**config.mk**
```make
export PLATFORM = sky130hd
export DESIGN_NAME = block_row_column_xor_checksum_unit
export DESIGN_NICKNAME = d
export VERILOG_FILES = /design/src/rtl/rbcx_pkg.sv /design/src/rtl/rbcx_col_store.sv /design/src/rtl/block_row_column_xor_checksum_unit.sv
export SDC_FILE = /design/constraint.sdc
export NUM_CORES = 2
export LEC_CHECK = 0
export ABC_AREA = 0
export BUFFER_PORTS_ARGS = -buffer_cell sky130_fd_sc_hd__buf_2
export CAP_MARGIN = 15
export CORE_MARGIN = 2
export CORE_UTILIZATION = 46
export CTS_CLUSTER_DIAMETER = 120
export CTS_CLUSTER_SIZE = 8
export DETAILED_ROUTE_END_ITERATION = 10
export PLACE_DENSITY = 0.72
export SLEW_MARGIN = 20
export SYNTH_ARGS = -nofsm -noshare
export SYNTH_HDL_FRONTEND = slang
export SYNTH_SLANG_ARGS = --single-unit
```
**constraint.sdc**
```tcl
create_clock -name clk -period 3.8 [get_ports clk]
set_input_delay 0.76 -clock clk [delete_from_list [all_inputs] [get_ports clk]]
set_output_delay 0.76 -clock clk [all_outputs]
set_load 0.05 [all_outputs]
```
**src/rtl/rbcx_pkg.sv**
```systemverilog
package rbcx_pkg;

    localparam int WORD_W = 32;
    localparam int ROWS   = 32;
    localparam int COLS   = 32;
    localparam int COL_W  = (COLS > 1) ? $clog2(COLS) : 1;
    localparam int ROW_W  = (ROWS > 1) ? $clog2(ROWS) : 1;

    // Column update issued when a word is accepted.
    typedef struct packed {
        logic              valid;
        logic [COL_W-1:0]  addr;
        logic [WORD_W-1:0] word;
    } upd_req_t;

    // Read of one column entry during a flush.
    typedef struct packed {
        logic             valid;
        logic [COL_W-1:0] addr;
    } flush_req_t;

    // Column value returned in the cycle after a flush read.
    typedef struct packed {
        logic              valid;
        logic [WORD_W-1:0] data;
    } flush_rsp_t;

endpackage

```
**src/rtl/rbcx_col_store.sv**
```systemverilog
// Column XOR store: one synchronous memory with a registered read, updated
// by read-modify-write. A flush read returns an entry and marks it empty.
module rbcx_col_store (
    input  logic                  clk,
    input  logic                  rst_n,
    input  rbcx_pkg::upd_req_t    upd,
    input  rbcx_pkg::flush_req_t  fl_req,
    output rbcx_pkg::flush_rsp_t  fl_rsp
);

    logic [rbcx_pkg::WORD_W-1:0] mem_reg [rbcx_pkg::COLS];
    logic [rbcx_pkg::COLS-1:0]   vld_reg;

    logic [rbcx_pkg::WORD_W-1:0] rd_data_reg;
    logic                        rd_vld_reg;

    logic                        s1_valid_reg;
    logic                        s1_flush_reg;
    logic [rbcx_pkg::COL_W-1:0]  s1_addr_reg;
    logic [rbcx_pkg::WORD_W-1:0] s1_word_reg;

    logic                        wb_valid_reg;
    logic [rbcx_pkg::COL_W-1:0]  wb_addr_reg;
    logic [rbcx_pkg::WORD_W-1:0] wb_data_reg;

    logic                        rd_en;
    logic [rbcx_pkg::COL_W-1:0]  rd_addr;
    logic [rbcx_pkg::WORD_W-1:0] rd_value;
    logic [rbcx_pkg::WORD_W-1:0] old_value;
    logic [rbcx_pkg::WORD_W-1:0] new_value;

    assign rd_en   = upd.valid | fl_req.valid;
    assign rd_addr = upd.valid ? upd.addr : fl_req.addr;

    // An entry that was never written since the last flush reads as zero.
    assign rd_value = rd_vld_reg ? rd_data_reg : '0;

    // The write of the previous cycle is not yet visible in the read data.
    assign old_value = (wb_valid_reg && (wb_addr_reg == s1_addr_reg)) ? wb_data_reg : rd_value;
    assign new_value = old_value ^ s1_word_reg;

    assign fl_rsp.valid = s1_flush_reg;
    assign fl_rsp.data  = rd_value;

    always_ff @(posedge clk) begin
        if (s1_valid_reg) begin
            mem_reg[s1_addr_reg] <= new_value;
        end
        if (rd_en) begin
            rd_data_reg <= mem_reg[rd_addr];
        end
        s1_addr_reg <= upd.addr;
        s1_word_reg <= upd.word;
        wb_addr_reg <= s1_addr_reg;
        wb_data_reg <= new_value;
    end

    always_ff @(posedge clk or negedge rst_n) begin
        if (!rst_n) begin
            vld_reg      <= '0;
            rd_vld_reg   <= 1'b0;
            s1_valid_reg <= 1'b0;
            s1_flush_reg <= 1'b0;
            wb_valid_reg <= 1'b0;
        end
        else begin
            if (rd_en) begin
                rd_vld_reg <= vld_reg[rd_addr];
            end
            if (s1_valid_reg) begin
                vld_reg[s1_addr_reg] <= 1'b1;
            end
            if (fl_req.valid) begin
                vld_reg[fl_req.addr] <= 1'b0;
            end
            s1_valid_reg <= upd.valid;
            s1_flush_reg <= fl_req.valid & ~upd.valid;
            wb_valid_reg <= s1_valid_reg;
        end
    end

endmodule

```
**src/rtl/block_row_column_xor_checksum_unit.sv**
```systemverilog
// Row and column XOR checksum over a stream of 32-bit words.
// Input beats on the s_ channel carry one data word in s_tdata; s_tlast
// marks the final word of a file. Words are taken as row-major blocks of
// ROWS x COLS words. Each row XOR and each column XOR is added, modulo
// 2^32, into a row sum and a column sum.
// Throughput is one word per cycle inside a block. The word that completes
// a block, or the word marked last, starts a walk over the column memory:
// a write-back state, a read of each column entry and a state for the
// final read data, with input held off throughout; after a last beat,
// input stays held off until the result is loaded for the m_ channel.
// The result sits in an output register; a new stream is accepted while it
// waits, and only the next result load waits for m_tready.
// Reset clears the counters, the sums, the row XOR and the valid bits of
// the column memory at once, so no clearing pass is needed.
module block_row_column_xor_checksum_unit (
    input  logic        clk,
    input  logic        rst_n,
    input  logic        s_tvalid,
    output logic        s_tready,
    input  logic [31:0] s_tdata,   // [31:0] word
    input  logic        s_tlast,   // last
    output logic        m_tvalid,
    input  logic        m_tready,
    output logic [63:0] m_tdata    // [31:0] row_sum, [63:32] col_sum
);

    typedef enum logic [4:0] {
        ST_RUN    = 5'b00001,
        ST_DRAIN  = 5'b00010,
        ST_FLUSH  = 5'b00100,
        ST_FINISH = 5'b01000,
        ST_EMIT   = 5'b10000
    } state_t;

    state_t state_reg, state_next;

    logic [rbcx_pkg::COL_W-1:0]  col_reg, col_next;
    logic [rbcx_pkg::ROW_W-1:0]  row_reg, row_next;
    logic [rbcx_pkg::COL_W-1:0]  fl_cnt_reg, fl_cnt_next;
    logic                        last_pend_reg, last_pend_next;
    logic [rbcx_pkg::WORD_W-1:0] row_xor_reg, row_xor_next;
    logic [rbcx_pkg::WORD_W-1:0] row_total_reg, row_total_next;
    logic [rbcx_pkg::WORD_W-1:0] col_total_reg, col_total_next;
    logic                        out_valid_reg, out_valid_next;
    logic [rbcx_pkg::WORD_W-1:0] out_row_reg, out_col_reg;

    logic                        accept;
    logic                        col_end;
    logic                        row_end;
    logic                        load_out;
    logic [rbcx_pkg::WORD_W-1:0] row_acc;

    rbcx_pkg::upd_req_t   upd;
    rbcx_pkg::flush_req_t fl_req;
    rbcx_pkg::flush_rsp_t fl_rsp;

    assign s_tready = (state_reg == ST_RUN);
    assign accept   = s_tvalid & s_tready;
    assign col_end  = (col_reg == rbcx_pkg::COL_W'(rbcx_pkg::COLS - 1));
    assign row_end  = (row_reg == rbcx_pkg::ROW_W'(rbcx_pkg::ROWS - 1));
    assign row_acc  = row_xor_reg ^ s_tdata;
    assign load_out = (state_reg == ST_EMIT) && (!out_valid_reg || m_tready);

    assign upd.valid = accept;
    assign upd.addr  = col_reg;
    assign upd.word  = s_tdata;

    assign fl_req.valid = (state_reg == ST_FLUSH);
    assign fl_req.addr  = fl_cnt_reg;

    rbcx_col_store u_store (
        .clk    (clk),
        .rst_n  (rst_n),
        .upd    (upd),
        .fl_req (fl_req),
        .fl_rsp (fl_rsp)
    );

    always_comb begin
        state_next     = state_reg;
        col_next       = col_reg;
        row_next       = row_reg;
        fl_cnt_next    = fl_cnt_reg;
        last_pend_next = last_pend_reg;
        row_xor_next   = row_xor_reg;
        row_total_next = row_total_reg;
        col_total_next = col_total_reg;
        out_valid_next = out_valid_reg;

        if (m_tready) begin
            out_valid_next = 1'b0;
        end

        // Column entries come back from the memory one per cycle.
        if (fl_rsp.valid) begin
            col_total_next = col_total_reg + fl_rsp.data;
        end

        case (state_reg)
            ST_RUN: begin
                if (accept) begin
                    // A row closes at its last column or at the last word.
                    if (col_end || s_tlast) begin
                        row_total_next = row_total_reg + row_acc;
                        row_xor_next   = '0;
                    end
                    else begin
                        row_xor_next = row_acc;
                    end
                    if (s_tlast || (col_end && row_end)) begin
                        col_next       = '0;
                        row_next       = '0;
                        last_pend_next = s_tlast;
                        state_next     = ST_DRAIN;
                    end
                    else if (col_end) begin
                        col_next = '0;
                        row_next = row_reg + 1'b1;
                    end
                    else begin
                        col_next = col_reg + 1'b1;
                    end
                end
            end
            ST_DRAIN: begin
                state_next = ST_FLUSH;
            end
            ST_FLUSH: begin
                if (fl_cnt_reg == rbcx_pkg::COL_W'(rbcx_pkg::COLS - 1)) begin
                    fl_cnt_next = '0;
                    state_next  = ST_FINISH;
                end
                else begin
                    fl_cnt_next = fl_cnt_reg + 1'b1;
                end
            end
            ST_FINISH: begin
                state_next = last_pend_reg ? ST_EMIT : ST_RUN;
            end
            ST_EMIT: begin
                if (load_out) begin
                    out_valid_next = 1'b1;
                    last_pend_next = 1'b0;
                    row_total_next = '0;
                    col_total_next = '0;
                    state_next     = ST_RUN;
                end
            end
            default: begin
                state_next = ST_RUN;
            end
        endcase
    end

    always_ff @(posedge clk or negedge rst_n) begin
        if (!rst_n) begin
            state_reg     <= ST_RUN;
            col_reg       <= '0;
            row_reg       <= '0;
            fl_cnt_reg    <= '0;
            last_pend_reg <= 1'b0;
            row_xor_reg   <= '0;
            row_total_reg <= '0;
            col_total_reg <= '0;
            out_valid_reg <= 1'b0;
        end
        else begin
            state_reg     <= state_next;
            col_reg       <= col_next;
            row_reg       <= row_next;
            fl_cnt_reg    <= fl_cnt_next;
            last_pend_reg <= last_pend_next;
            row_xor_reg   <= row_xor_next;
            row_total_reg <= row_total_next;
            col_total_reg <= col_total_next;
            out_valid_reg <= out_valid_next;
        end
    end

    // The result register holds its sums until the beat is taken.
    always_ff @(posedge clk) begin
        if (load_out) begin
            out_row_reg <= row_total_reg;
            out_col_reg <= col_total_reg;
        end
    end

    assign m_tvalid = out_valid_reg;
    assign m_tdata  = {out_col_reg, out_row_reg};

endmodule

```
==> qor.csv <==
stage,metric,value,unit
timing,fin_skew,0.0342,ns
min_path,hp-class,in -> async,
finish,area.growth.synth_to_final,17.0,%
logic_synthesis,synth_seq_area_share,0.714,
finish,fin_cells,5251,
die,start_util,0.463,
route,drt_iter0_drc,3801,
logic_synthesis,synth_area,54600,um^2
grt,grt_max_degree,74,
cts,clk_pin_slew_worst_paths,0.05,ns
route,wl,139000,um
die,io-pin-count,103,
route,viasPerCell,6.01,
route,met2_wirelength,68400,um
finish,drive_gt1_frac,0.225,
logic_synthesis,syn_avg_cell_area,16.4,um^2
power_and_ir_drop,power_density,785,nW/um^2
logic_synthesis,synth_cell_types,70,
cts,cts_hold_buf,0,
placement,numPortBuffers,102,
route,drt-wirelength-per-cell,26.4,um
worst_setup_path,worstSetupStartpointType,register,
die,coreArea,118000,um^2
grt,grt.overflow.total,0,
logic_synthesis,async_flop_share,0.114,
route,dr_total_vias,31543,
logic_synthesis,synthFlopType,edfxtp_1,
finish,nets,3734,
logic_synthesis,yosys.area.top_type,edfxtp_1,
logic_synthesis,synth_seq_cells,1348,
power_and_ir_drop,p_sw_frac,0.308,
logic_synthesis,synth_edf_count,1120,
placement,placed_cells,4971,
power_and_ir_drop,p_leak,22.9,nW
route,drt_first_pass_iters,6,
timing,finalSetupViolCount,0,
status,status,finished clean,
job,max_cap_viol_count,0,
power_and_ir_drop,intPower,34.7,mW
worst_setup_path,cp-end-kind,register,
grt,grt_pass1_vias,31699,
finish,final_util,0.541,
power_and_ir_drop,comb_power_share,0.292,
timing,finalCritPeriodShare,0.932,
timing,fin_crit,3.54,ns
logic_synthesis,synth_nets,3434,
logic_synthesis,postSynthCellCount,3324,
die,core.rowCount,126,
timing,finalMaxSlewViolations,0,
timing,max_slew_margin,0.293,
cts,cts_max_path_buffers,3,
logic_synthesis,ys_top_cells_by_area,"edfxtp_1 62%, mux4_2 11%, dfrtp_1 7.0%",
route,top_layer,met5,
route,route.met3.wl,12600,um
worst_setup_path,cp_max_fo,21,
logic_synthesis,synth-xor-area-share,0.0189,
logic_synthesis,yosys.area_share.simple,0.0726,
cts,numCtsBuffers,186,
cts,cts_root_buf,clkbuf_16,
cts,cts_tree,yes,
die,dieArea,121000,um^2
cts,clock-sinks,1348,
route,ant_nets,0,
logic_synthesis,synth_top_family_by_area,multiplexers,
logic_synthesis,yosysWarnings,0,
finish,largest_reg_flops,1024,
logic_synthesis,synth_fa_ha_area_frac,0.0170,
grt,grt_util_all_layers,0.229,
power_and_ir_drop,sequentialPowerShare,0.406,
die,fp.dieW,348,um
grt,antenna_found_initial,3,
power_and_ir_drop,p_switching,15.4,mW
worst_setup_path,worstPathArrival,4.22,ns
logic_synthesis,synth_mux_area_frac,0.120,
timing,hold_viol_final,0,
finish,n_antenna_cell,0,
worst_setup_path,crit_type,reg -> reg,
placement,place.gp.congestion,0.875,
die,fp.dieH,348,um
route,drc,0,
timing,fmax,282,MHz
cts,cts.htree.levels,4,
placement,hpwl,77300,um
power_and_ir_drop,clock_power_share,0.301,
route,m1WireLength,53200,um
power_and_ir_drop,vdd_drop_max,505,uV
logic_synthesis,yosysTopAreaCellShare,0.616,
timing,worst_pin_slew,1.06,ns
timing,finalWorstSetupSlack,0.257,ns
logic_synthesis,synth_compound_area_frac,0.0420,
cts,clock_latency,0.79,ns
worst_setup_path,cp.required,4.48,ns
timing,whs,0.0203,ns
placement,post-place-ws,-0.114,ns
grt,grt_pass1_wl,205000,um
-- cell families after synthesis --
family                     Yosys count
DFF                               1348
buffers and inverters              182
and+or+nand+nor                    885
muxes                              333
adders and majority gates           73
xor gates and xnor gates           118
AOI/OAI and AO/OA                  385
-- cells in the mapped netlist (9+ instances only) --
| cell | count |
|---|---|
| edfxtp_1 | 1120 |
| nand2_1 | 383 |
| mux4_2 | 258 |
| nand3_1 | 209 |
| o21ai_0 | 171 |
| nor2_1 | 155 |
| dfrtp_1 | 153 |
| a21oi_1 | 94 |
| clkbuf_1 | 82 |
| dfxtp_1 | 74 |
| ha_1 | 71 |
| mux2i_1 | 70 |
| xnor2_1 | 65 |
| xor2_1 | 53 |
| a21o_1 | 36 |
| and2_1 | 36 |
| buf_2 | 36 |
| nor3_1 | 26 |
| buf_4 | 22 |
| inv_1 | 21 |
| buf_1 | 19 |
| a211oi_1 | 17 |
| and3_1 | 12 |
| a31oi_1 | 10 |
| nand3b_1 | 10 |
| nand2b_1 | 9 |
| o211ai_1 | 9 |
-- layout make-up --
type                       instances  area, um^2
clock inverter                    15         309
fill                            8944       54100
timing repair buffer             272        2240
clock buffer                     264        4970
inverter                          22        85.1
sequential                      1348       39000
multi-input combinational       1794       15300
tap                             1536        1920
-- final timing paths --
path / start / endpoint / slack (ns) / cells after the start
max: u_store.rd_vld_reg$_DFFE_PN0P_ / col_total_reg[31]$_DFF_PN0_ / 0.26 / 12
min: rst_n / row_xor_reg[5]$_DFFE_PN0P_ / 0.02 / 1
max reg2reg: u_store.rd_vld_reg$_DFFE_PN0P_ / col_total_reg[31]$_DFF_PN0_ / 0.26 / 12
min reg2reg: u_store.s1_addr_reg[1]$_DFF_P_ / u_store.wb_addr_reg[1]$_DFF_P_ / 0.42 / 0
max in group asynchronous: rst_n / u_store.vld_reg[17]$_DFF_PN0_ / 2.78 / 2
min in group clk: s_tdata[16] / u_store.s1_word_reg[16]$_DFF_P_ / 0.13 / 1
-- power by group through the flow --
stage          registers (mW)  logic, mW  clock network (mW)
6_report                 20.4       14.6                15.1
5_1_grt                  20.5       15.9                15.9
4_1_cts                  20.4       14.7                15.3
3_5_place_dp             20.6       14.5                   0
3_3_place_gp             20.6       14.2                   0
2_1_floorplan            20.8       9.69                   0
-- metrics by stage --
step                      cell area (um^2)  TNS [ns]  power (mW)
after CTS                            63800         0        50.3
final                                63800         0        50.1
after global placement               58600    -0.102        34.8
after global routing                 63800  -0.00147        52.3
after detailed placement             58600    -0.117        35.1
after floorplan                      54600         0        30.5
-- metal layers --
layer  up-vias  global-route usage
li1      13410                   -
met1     16133               0.304
met2      1701               0.380
met3       297              0.0406
met4         2              0.0829
met5         -                   0
-- placed cells by master, fill, tap and decap left out, types with 6 or more instances in the layout --
cell          n
buf_4       134
nor2_4       32
o21ai_0     171
xnor2_2      32
buf_12       36
a21oi_1      94
clkbuf_16   187
dfxtp_1      74
o21a_1        6
nor3_1       26
dfrtp_1     151
a211oi_1     17
nor4_1        7
a31oi_1      10
nor2b_1       7
nand3_1     209
inv_1        21
buf_2       101
o211ai_1      9
and2_1       36
and3_1       11
edfxtp_1   1120
clkbuf_1     77
a21o_1       36
nor2_1      122
mux4_2      258
mux2i_1      66
xnor2_1      33
nand2_1     381
xor2_1       53
ha_1         71
o21bai_1      7
nand2b_1      8
nand3b_1     10
-- repair_timing --
item	4_1_cts	5_1_grt
setup endpoints to repair	0	7
setup buffers	0	1
resized for setup	0	2
-- critical path, cell delays in order, from the launching register on --
cell	delay [ns]
dfrtp_2	0.51
and2_1	0.20
ha_1	0.34
a2111oi_1	0.37
o21ai_0	0.23
a41oi_2	0.31
a211oi_1	0.12
buf_4	0.16
nor2_1	0.23
o21ai_1	0.15
a41oi_1	0.26
mux2i_1	0.29
mux2i_1	0.24
Power figures use the tool's default switching activity.
